==> src/sv/pwmtb_pkg.sv <==
`timescale 1ns / 1ps
// Shared types, constants and elaboration-time functions for the PWM time-base block.
// No dependencies.
package pwmtb_pkg;

    localparam longint unsigned NS_SCALED = 64'd256000000000;
    localparam longint unsigned DIV_UNIT  = 64'd655350;
    localparam longint unsigned MAX_DIV   = 64'd1792;
    localparam longint unsigned TICK_NS   = 64'd10;
    localparam int              FULL_DUTY = 25600;

    // Frequencies at or below this value are too slow for any prescaler.
    localparam longint unsigned SLOW_MAX = (NS_SCALED - 64'd1) / (MAX_DIV * DIV_UNIT);

    localparam int N_ENT      = 64;
    localparam int DIV_STAGES = 8;
    localparam int DIV_STEP   = 2;
    localparam int Q_W        = DIV_STAGES * DIV_STEP;
    localparam int C_W        = 35;
    localparam int REM_W      = 36;

    // floor(x/100) for x below 2^23 as (x * RECIP) >> RECIP_SH
    localparam int              RECIP_SH = 30;
    localparam longint unsigned RECIP    = ((64'd1 << RECIP_SH) + 64'd99) / 64'd100;

    localparam logic [1:0] ADDR_MIN_FREQ = 2'd0;

    typedef enum logic [1:0] {
        ST_OK       = 2'd0,
        ST_INVALID  = 2'd1,
        ST_TOO_SLOW = 2'd2
    } t_status;

    typedef struct packed {
        logic [1:0]  inst;
        logic        slow;
        logic        inval;
        logic [14:0] da;
        logic [14:0] db;
    } t_side;

    function automatic longint unsigned hs_of(input logic [2:0] j);
        longint unsigned v;
        unique case (j)
            3'd0: v = 64'd1;
            3'd1: v = 64'd2;
            3'd2: v = 64'd4;
            3'd3: v = 64'd6;
            3'd4: v = 64'd8;
            3'd5: v = 64'd10;
            3'd6: v = 64'd12;
            3'd7: v = 64'd14;
            default: v = 64'd1;
        endcase
        return v;
    endfunction

    function automatic longint unsigned prod_of(input logic [5:0] e);
        return hs_of(e[2:0]) << e[5:3];
    endfunction

    // Position of an entry when sorted by product, ties by entry number.
    function automatic int rank_of(input logic [5:0] e);
        int r;
        longint unsigned k;
        longint unsigned k2;
        r = 0;
        k = prod_of(e) * 64 + 64'(e);
        for (int m = 0; m < N_ENT; m++) begin
            k2 = prod_of(6'(m)) * 64 + 64'(m);
            if (k2 < k) begin
                r = r + 1;
            end
        end
        return r;
    endfunction

endpackage

==> src/sv/pwmtb_select.sv <==
`timescale 1ns / 1ps
// Prescaler selection: threshold compares, then priority pick and dividend lookup.
// Depends on pwmtb_pkg.
module pwmtb_select import pwmtb_pkg::*; (
    input  logic               i_clk,
    input  logic               i_rst_n,
    input  logic               i_valid,
    input  logic [1:0]         i_instance_req,
    input  logic [31:0]        i_frequency,
    input  logic signed [15:0] i_duty_a,
    input  logic signed [15:0] i_duty_b,
    input  logic [31:0]        i_min_freq,
    output logic               o_valid,
    output logic [31:0]        o_freq,
    output logic [C_W-1:0]     o_dividend,
    output logic [2:0]         o_ci,
    output logic [2:0]         o_hi,
    output t_side              o_side
);

    logic [N_ENT-1:0] w_q_sorted;
    logic [5:0]       w_ent_by_rank [N_ENT];
    logic [C_W-1:0]   w_c_tab       [N_ENT];

    for (genvar e = 0; e < N_ENT; e++) begin : g_ent
        localparam longint unsigned P = prod_of(6'(e));
        localparam longint unsigned T = NS_SCALED / (DIV_UNIT * P);
        localparam longint unsigned C = NS_SCALED / (TICK_NS * P);
        localparam int R = rank_of(6'(e));
        assign w_q_sorted[R]    = (64'(i_frequency) > T);
        assign w_ent_by_rank[R] = 6'(e);
        assign w_c_tab[e]       = C_W'(C);
    end

    function automatic logic [14:0] clamp_duty(input logic signed [15:0] d);
        logic [14:0] r;
        if (d < 0) begin
            r = '0;
        end else if (d > 16'(FULL_DUTY)) begin
            r = 15'(FULL_DUTY);
        end else begin
            r = d[14:0];
        end
        return r;
    endfunction

    // Stage 1: compares and flags
    logic             r_v1, n_v1;
    logic [N_ENT-1:0] r_q;
    logic [31:0]      r_f;
    t_side            r_side1, n_side1;

    always_comb begin
        n_v1          = i_valid;
        n_side1.inst  = i_instance_req;
        n_side1.slow  = (64'(i_frequency) <= SLOW_MAX);
        n_side1.inval = (i_frequency <= i_min_freq) ||
                        (i_duty_a < 0) || (i_duty_a > 16'(FULL_DUTY)) ||
                        (i_duty_b < 0) || (i_duty_b > 16'(FULL_DUTY));
        n_side1.da    = clamp_duty(i_duty_a);
        n_side1.db    = clamp_duty(i_duty_b);
    end

    always_ff @(posedge i_clk) begin
        if (!i_rst_n) begin
            r_v1 <= 1'b0;
        end else begin
            r_v1 <= n_v1;
        end
        r_q     <= w_q_sorted;
        r_f     <= i_frequency;
        r_side1 <= n_side1;
    end

    // Stage 2: first qualifying product in sorted order, default the largest entry
    logic [5:0] w_rank;
    logic       w_found;
    logic [5:0] w_ent;

    always_comb begin
        w_rank  = '0;
        w_found = 1'b0;
        for (int n = N_ENT - 1; n >= 0; n--) begin
            if (r_q[n]) begin
                w_rank  = 6'(n);
                w_found = 1'b1;
            end
        end
        w_ent = w_found ? w_ent_by_rank[w_rank] : 6'(N_ENT - 1);
    end

    always_ff @(posedge i_clk) begin
        if (!i_rst_n) begin
            o_valid <= 1'b0;
        end else begin
            o_valid <= r_v1;
        end
        o_freq     <= r_f;
        o_dividend <= w_c_tab[w_ent];
        o_ci       <= w_ent[5:3];
        o_hi       <= w_ent[2:0];
        o_side     <= r_side1;
    end

endmodule

==> src/sv/pwmtb_div.sv <==
`timescale 1ns / 1ps
// Pipelined restoring divider: period = dividend / frequency, two quotient bits a stage.
// Depends on pwmtb_pkg.
module pwmtb_div import pwmtb_pkg::*; (
    input  logic           i_clk,
    input  logic           i_rst_n,
    input  logic           i_valid,
    input  logic [31:0]    i_freq,
    input  logic [C_W-1:0] i_dividend,
    input  logic [2:0]     i_ci,
    input  logic [2:0]     i_hi,
    input  t_side          i_side,
    output logic           o_valid,
    output logic [Q_W-1:0] o_quot,
    output logic [2:0]     o_ci,
    output logic [2:0]     o_hi,
    output t_side          o_side
);

    logic             r_v   [DIV_STAGES+1];
    logic [REM_W-1:0] r_rem [DIV_STAGES+1];
    logic [Q_W-1:0]   r_q   [DIV_STAGES+1];
    logic [31:0]      r_f   [DIV_STAGES+1];
    logic [2:0]       r_ci  [DIV_STAGES+1];
    logic [2:0]       r_hi  [DIV_STAGES+1];
    t_side            r_sd  [DIV_STAGES+1];

    always_comb begin
        r_v[0]   = i_valid;
        r_rem[0] = REM_W'(i_dividend);
        r_q[0]   = '0;
        r_f[0]   = i_freq;
        r_ci[0]  = i_ci;
        r_hi[0]  = i_hi;
        r_sd[0]  = i_side;
    end

    for (genvar s = 0; s < DIV_STAGES; s++) begin : g_stage
        logic [REM_W-1:0] n_rem;
        logic [Q_W-1:0]   n_q;
        logic [47:0]      w_sh;

        always_comb begin
            n_rem = r_rem[s];
            n_q   = r_q[s];
            w_sh  = '0;
            for (int b = 0; b < DIV_STEP; b++) begin
                w_sh = 48'(r_f[s]) << (Q_W - 1 - s * DIV_STEP - b);
                if (48'(n_rem) >= w_sh) begin
                    n_rem = n_rem - REM_W'(w_sh);
                    n_q[Q_W - 1 - s * DIV_STEP - b] = 1'b1;
                end
            end
        end

        always_ff @(posedge i_clk) begin
            if (!i_rst_n) begin
                r_v[s+1] <= 1'b0;
            end else begin
                r_v[s+1] <= r_v[s];
            end
            r_rem[s+1] <= n_rem;
            r_q[s+1]   <= n_q;
            r_f[s+1]   <= r_f[s];
            r_ci[s+1]  <= r_ci[s];
            r_hi[s+1]  <= r_hi[s];
            r_sd[s+1]  <= r_sd[s];
        end
    end

    assign o_valid = r_v[DIV_STAGES];
    assign o_quot  = r_q[DIV_STAGES];
    assign o_ci    = r_ci[DIV_STAGES];
    assign o_hi    = r_hi[DIV_STAGES];
    assign o_side  = r_sd[DIV_STAGES];

endmodule

==> src/sv/pwmtb_cmp.sv <==
`timescale 1ns / 1ps
// Compare values floor(period*duty/25600) and final result register.
// Depends on pwmtb_pkg.
module pwmtb_cmp import pwmtb_pkg::*; (
    input  logic           i_clk,
    input  logic           i_rst_n,
    input  logic           i_valid,
    input  logic [Q_W-1:0] i_period,
    input  logic [2:0]     i_ci,
    input  logic [2:0]     i_hi,
    input  t_side          i_side,
    output logic           o_valid,
    output logic [1:0]     o_target_instance,
    output logic [2:0]     o_clock_div_index,
    output logic [2:0]     o_highspeed_div_index,
    output logic [15:0]    o_period,
    output logic [15:0]    o_compare_a,
    output logic [15:0]    o_compare_b,
    output logic [1:0]     o_status
);

    // Stage A: period times clamped duty
    logic        r_va;
    logic [30:0] r_pa, r_pb;
    logic [15:0] r_per_a;
    logic [2:0]  r_ci_a, r_hi_a;
    t_side       r_sd_a;

    always_ff @(posedge i_clk) begin
        if (!i_rst_n) begin
            r_va <= 1'b0;
        end else begin
            r_va <= i_valid;
        end
        r_pa    <= 31'(i_period) * 31'(i_side.da);
        r_pb    <= 31'(i_period) * 31'(i_side.db);
        r_per_a <= i_period;
        r_ci_a  <= i_ci;
        r_hi_a  <= i_hi;
        r_sd_a  <= i_side;
    end

    // Stage B: divide by 256 with a shift, by 100 with a reciprocal
    logic        r_vb;
    logic [46:0] r_ra, r_rb;
    logic [15:0] r_per_b;
    logic [2:0]  r_ci_b, r_hi_b;
    t_side       r_sd_b;

    always_ff @(posedge i_clk) begin
        if (!i_rst_n) begin
            r_vb <= 1'b0;
        end else begin
            r_vb <= r_va;
        end
        r_ra    <= 47'(r_pa[30:8]) * 47'(RECIP);
        r_rb    <= 47'(r_pb[30:8]) * 47'(RECIP);
        r_per_b <= r_per_a;
        r_ci_b  <= r_ci_a;
        r_hi_b  <= r_hi_a;
        r_sd_b  <= r_sd_a;
    end

    // Output: zero everything but the instance and the status when too slow
    t_status w_st;

    always_comb begin
        priority if (r_sd_b.slow) begin
            w_st = ST_TOO_SLOW;
        end else if (r_sd_b.inval) begin
            w_st = ST_INVALID;
        end else begin
            w_st = ST_OK;
        end
    end

    always_ff @(posedge i_clk) begin
        if (!i_rst_n) begin
            o_valid <= 1'b0;
        end else begin
            o_valid <= r_vb;
        end
        o_target_instance     <= r_sd_b.inst;
        o_status              <= w_st;
        o_clock_div_index     <= r_sd_b.slow ? 3'd0  : r_ci_b;
        o_highspeed_div_index <= r_sd_b.slow ? 3'd0  : r_hi_b;
        o_period              <= r_sd_b.slow ? 16'd0 : r_per_b;
        o_compare_a           <= r_sd_b.slow ? 16'd0 : r_ra[RECIP_SH+15:RECIP_SH];
        o_compare_b           <= r_sd_b.slow ? 16'd0 : r_rb[RECIP_SH+15:RECIP_SH];
    end

endmodule

==> src/sv/pwm_frequency_to_timebase.sv <==
`timescale 1ns / 1ps
// Top level of the PWM time-base calculator: register port, selection, divider, compares.
// Depends on pwmtb_pkg, pwmtb_select, pwmtb_div, pwmtb_cmp.
//
//  channel   | handshake                    | beat
//  ----------+------------------------------+-------------------------------------------
//  request   | start high, busy low         | i_instance_req, i_frequency, i_duty_a/b
//  result    | o_valid strobe, one cycle    | o_target_instance .. o_status
//  registers | psel, penable, pwrite, pready| paddr, pwdata, prdata (min_frequency)
//
// A request is accepted every cycle; busy is always low.
// Each result passes two selection stages, eight divider stages (two quotient bits each)
// and three compare and output stages.
// Reset is synchronous, active low, and clears the valid bits and min_frequency.
// The receiver cannot stall, so nothing holds the pipeline.
module pwm_frequency_to_timebase import pwmtb_pkg::*; (
    input  logic               i_clk,
    input  logic               i_rst_n,
    input  logic               start,
    output logic               busy,
    input  logic [1:0]         i_instance_req,
    input  logic [31:0]        i_frequency,
    input  logic signed [15:0] i_duty_a,
    input  logic signed [15:0] i_duty_b,
    output logic               o_valid,
    output logic [1:0]         o_target_instance,
    output logic [2:0]         o_clock_div_index,
    output logic [2:0]         o_highspeed_div_index,
    output logic [15:0]        o_period,
    output logic [15:0]        o_compare_a,
    output logic [15:0]        o_compare_b,
    output logic [1:0]         o_status,
    input  logic               psel,
    input  logic               penable,
    input  logic               pwrite,
    input  logic [1:0]         paddr,
    input  logic [31:0]        pwdata,
    output logic [31:0]        prdata,
    output logic               pready
);

    logic [31:0] r_min_freq;

    assign pready = 1'b1;
    assign busy   = 1'b0;
    assign prdata = (paddr == ADDR_MIN_FREQ) ? r_min_freq : 32'd0;

    always_ff @(posedge i_clk) begin
        if (!i_rst_n) begin
            r_min_freq <= '0;
        end else if (psel && penable && pwrite && pready && paddr == ADDR_MIN_FREQ) begin
            r_min_freq <= pwdata;
        end
    end

    logic           w_sel_v;
    logic [31:0]    w_sel_f;
    logic [C_W-1:0] w_sel_c;
    logic [2:0]     w_sel_ci, w_sel_hi;
    t_side          w_sel_sd;

    pwmtb_select u_select (
        .i_clk          (i_clk),
        .i_rst_n        (i_rst_n),
        .i_valid        (start && !busy),
        .i_instance_req (i_instance_req),
        .i_frequency    (i_frequency),
        .i_duty_a       (i_duty_a),
        .i_duty_b       (i_duty_b),
        .i_min_freq     (r_min_freq),
        .o_valid        (w_sel_v),
        .o_freq         (w_sel_f),
        .o_dividend     (w_sel_c),
        .o_ci           (w_sel_ci),
        .o_hi           (w_sel_hi),
        .o_side         (w_sel_sd)
    );

    logic           w_div_v;
    logic [Q_W-1:0] w_div_q;
    logic [2:0]     w_div_ci, w_div_hi;
    t_side          w_div_sd;

    pwmtb_div u_div (
        .i_clk      (i_clk),
        .i_rst_n    (i_rst_n),
        .i_valid    (w_sel_v),
        .i_freq     (w_sel_f),
        .i_dividend (w_sel_c),
        .i_ci       (w_sel_ci),
        .i_hi       (w_sel_hi),
        .i_side     (w_sel_sd),
        .o_valid    (w_div_v),
        .o_quot     (w_div_q),
        .o_ci       (w_div_ci),
        .o_hi       (w_div_hi),
        .o_side     (w_div_sd)
    );

    pwmtb_cmp u_cmp (
        .i_clk                 (i_clk),
        .i_rst_n               (i_rst_n),
        .i_valid               (w_div_v),
        .i_period              (w_div_q),
        .i_ci                  (w_div_ci),
        .i_hi                  (w_div_hi),
        .i_side                (w_div_sd),
        .o_valid               (o_valid),
        .o_target_instance     (o_target_instance),
        .o_clock_div_index     (o_clock_div_index),
        .o_highspeed_div_index (o_highspeed_div_index),
        .o_period              (o_period),
        .o_compare_a           (o_compare_a),
        .o_compare_b           (o_compare_b),
        .o_status              (o_status)
    );

    a_slow_zero: assert property (@(posedge i_clk) disable iff (!i_rst_n)
        o_valid && o_status == ST_TOO_SLOW |->
            o_period == 16'd0 && o_compare_a == 16'd0 && o_compare_b == 16'd0 &&
            o_clock_div_index == 3'd0 && o_highspeed_div_index == 3'd0)
        else $error("too-slow result carries programmed values");

    a_cmp_le_period: assert property (@(posedge i_clk) disable iff (!i_rst_n)
        o_valid |-> o_compare_a <= o_period && o_compare_b <= o_period)
        else $error("compare value above period");

    a_div_feeds_out: assert property (@(posedge i_clk) disable iff (!i_rst_n)
        w_div_v |-> ##3 o_valid)
        else $error("divider beat lost before output");

endmodule

==> config.mk <==
export PLATFORM = sky130hd
export DESIGN_NAME = pwm_frequency_to_timebase
export DESIGN_NICKNAME = d
export VERILOG_FILES = /design/src/sv/pwmtb_pkg.sv /design/src/sv/pwmtb_select.sv /design/src/sv/pwmtb_div.sv /design/src/sv/pwmtb_cmp.sv /design/src/sv/pwm_frequency_to_timebase.sv
export SDC_FILE = /design/constraint.sdc
export NUM_CORES = 2
export LEC_CHECK = 0
export BUFFER_PORTS_ARGS = -buffer_cell sky130_fd_sc_hd__buf_4
export CELL_PAD_IN_SITES_DETAIL_PLACEMENT = 0
export CELL_PAD_IN_SITES_GLOBAL_PLACEMENT = 1
export CORE_ASPECT_RATIO = 1.75
export CORE_MARGIN = 5
export CORE_UTILIZATION = 25
export DETAILED_ROUTE_END_ITERATION = 10
export PLACE_DENSITY_LB_ADDON = 0.1
export SYNTH_ARGS = -nofsm -noshare
export SYNTH_HDL_FRONTEND = slang
export SYNTH_SLANG_ARGS = --single-unit
==> constraint.sdc <==
create_clock -name i_clk -period 17.68 [get_ports i_clk]
set_clock_uncertainty 0.1 [all_clocks]
set_input_delay 1.768 -clock i_clk [delete_from_list [all_inputs] [get_ports i_clk]]
set_output_delay 1.768 -clock i_clk [all_outputs]
set_load 0.1 [all_outputs]
==> impl_metrics.toml <==
[sta]
min_period_ps = 9060
setup_violations = 0
worstMarginPinSlew_ps = 1170
finalCritPeriodShare_pct = 51.2
worst_slack_ps = 8620
fmax_mhz = 110
rsz0062_at_grt = "no"
setup_tns_ps = 0
hold_viol = 0
timing.slew.headroom_pct = 21.7
final-max-slew-violation-count = 0
hold-worst-slack_ps = 214

[final_layout]
final_common_cell = "dfxtp_1"
fin_nets = 11500
post-route-util_pct = 28.4
nFillCells = 37800
drive_gt1_share_pct = 7.81
final_cell_mix = "dfxtp_1, inv_1, ha_1, fa_1, nand2_1"
areaGrowthSynthToFinish_pct = 13.2
area.sequential_sq_um = 26200
fin_area_sq_um = 101000
fin_cells = 14300
multi_input_area_sq_um = 57400

[placement]
dpl.hpwl_um = 238000
place.gp.congestion = 0.839
port_buffers = 196
post-place-ws_ps = 8480
placed_area_sq_um = 96400
dp_cells = 14100

[yosys]
syn_area_sq_um = 89500
ys_ff_latch = 1310
synth_cell_types = 100
ys.flop_type = "dfxtp_1"
ys_warn_count = 0
syn_area_per_cell_sq_um = 9.55
ys_seq_area_share_pct = 29.3
synth_nets = 11400
synth_cells = 9365
synth_edf_count = 0
synthArstFlopShare_pct = 0

[power]
p_leak_nw = 48.3
ir_drop_uv = 409
p_total_mw = 20.8
power_density_nw_per_um2 = 205

[global_route]
first_global_vias = 71700
grt_overflow = 0
grt_usage_pct = 15.5
antenna_found_initial = 9
grt_max_degree = 48
grt_pass1_wl_um = 439000

[cts]
cts.clk_slew.worst_paths_ps = 60
clockBufferDepth = 4
hold_buffers = 0
cts_tree = "built"
clock-sinks = 1310
clock_latency_ps = 850
post_cts_buffers = 0
cts_buffers = 151
cts_repair_resize_count = 0
cts_max_level = 4
cts_root_buf = "clkbuf_16"

[drt]
wl_met3_um = 7130
vias = 64400
ant_nets = 0
drt-initial-drc-count = 2174
vias_per_cell = 4.50
dr.pass1.iters = 7
remaining_drc_errors = 0
wl_per_cell_um = 20.1
drt-met1-wl_um = 107000
top_layer_used = "met5"
wl_met2_um = 161000
wirelength_um = 288000

[worst_setup_path]
critPathCaptureType = "flop"
crit_fanout = 34
worstPathRequired_ps = 18270
setup.worst_path.class = "flop to flop"
r2r_setup_slack_ps = 8620
worstPathArrival_ps = 9650
critPathLaunchType = "flop"

[outcome]
status = "finished, final reports clean"

[floorplan]
io_pins = 199
rows = 290
die_x_um = 462
die_area_sq_um = 370000
initial_utilization_pct = 25.1
fp.dieH_um = 801
coreArea_sq_um = 356000

[flow_run]
max_cap_violations = 0

[min_path]
min_path_type = "flop to flop"
==> cells by family after synthesis <==
family / after synthesis / synth area share, %
xor gates and xnor gates: 405 / 3.96
muxes: 193 / 2.40
and+or+nand+nor: 2327 / 12.7
DFF: 1310 / 29.3
other: 2 / 0.00839
adders and majority gates: 1903 / 33.0
AOI/OAI and AO/OA: 1672 / 12.0
buffers and inverters: 1553 / 6.64
==> worst max-delay path: stages, from the launching register on <==
cell and delay (ps):
dfxtp_1 370, inv_1 110, ha_1 320, a21o_1 160
a21o_1 200, a31oi_1 500, o211ai_1 370, a21oi_1 570
o211ai_1 250, a2111oi_4 370, buf_4 280, buf_4 370
inv_1 270, o21ai_0 470, fa_1 320, nor2b_1 80
o2111ai_1 270, a21oi_1 210, o21ai_0 590, a31oi_1 240
o21a_1 230, nor2_1 220, a2bb2oi_1 400, a211o_1 220
nor3b_1 290, and4_1 260, buf_4 410, mux2_2 410
==> where the power goes <==
| part | switching (mW) | internal (mW) | total, mW |
|---|---|---|---|
| logic | 8.06 | 6.11 | 14.2 |
| registers | 0.247 | 3.21 | 3.46 |
| clock network | 1.30 | 1.87 | 3.18 |
==> worst paths after layout <==
path,start,to,cells after the start
max,u_div.g_stage[6].w_sh[3],u_div.r_rem[51],27
min,u_div.g_stage[6].n_q[10],u_div.g_stage[7].n_q[10],0
max reg2reg,u_div.g_stage[6].w_sh[3],u_div.r_rem[51],27
min reg2reg,u_div.g_stage[6].n_q[10],u_div.g_stage[7].n_q[10],0
==> cells in the mapped netlist (143+ instances only) <==
library cell / count / area (sq um)
o21ai_0: 350 / 1750
inv_1: 1303 / 4890
and2_1: 268 / 1680
nor2_1: 463 / 1740
dfxtp_1: 1310 / 26200
clkbuf_1: 187 / 702
nor3_1: 161 / 806
xnor2_1: 265 / 2320
fa_1: 763 / 15300
ha_1: 1139 / 14300
nor2b_1: 143 / 895
a21o_1: 213 / 1600
mux2_2: 170 / 1910
a21oi_1: 482 / 2410
nand2_1: 758 / 2850
==> cell type report <==
class,count,area share (%)
inverter,1311,4.86
timing repair buffer,257,1.90
sequential,1310,25.9
antenna,16,0.0395
clock buffer,197,4.14
tap,4672,5.77
clock inverter,57,0.708
multi-input combinational,6502,56.7
==> registers in the layout, indices dropped and copies added, names as in the netlist, 21 cells and up <==
signal	cells
u_select.o_dividend	35
u_div.g_stage.w_sh	224
u_select.r_q	36
u_select.o_freq	32
u_cmp.r_pa	23
u_div.r_sd	238
u_select.r_f	32
u_div.o_side	34
u_div.r_ci	21
u_div.r_hi	21
u_cmp.r_pb	23
u_select.r_side1	34
u_select.o_side	34
r_min_freq	32
u_div.g_stage.n_q	56
u_div.r_rem	252
==> routing by layer <==
metal | vias to the layer above | global-route usage, %
met5 | - | 0
met4 | 2 | 6.27
met1 | 31400 | 16.1
met3 | 417 | 1.51
li1 | 31600 | -
met2 | 958 | 31.0
(Power assumes the default switching activity.)
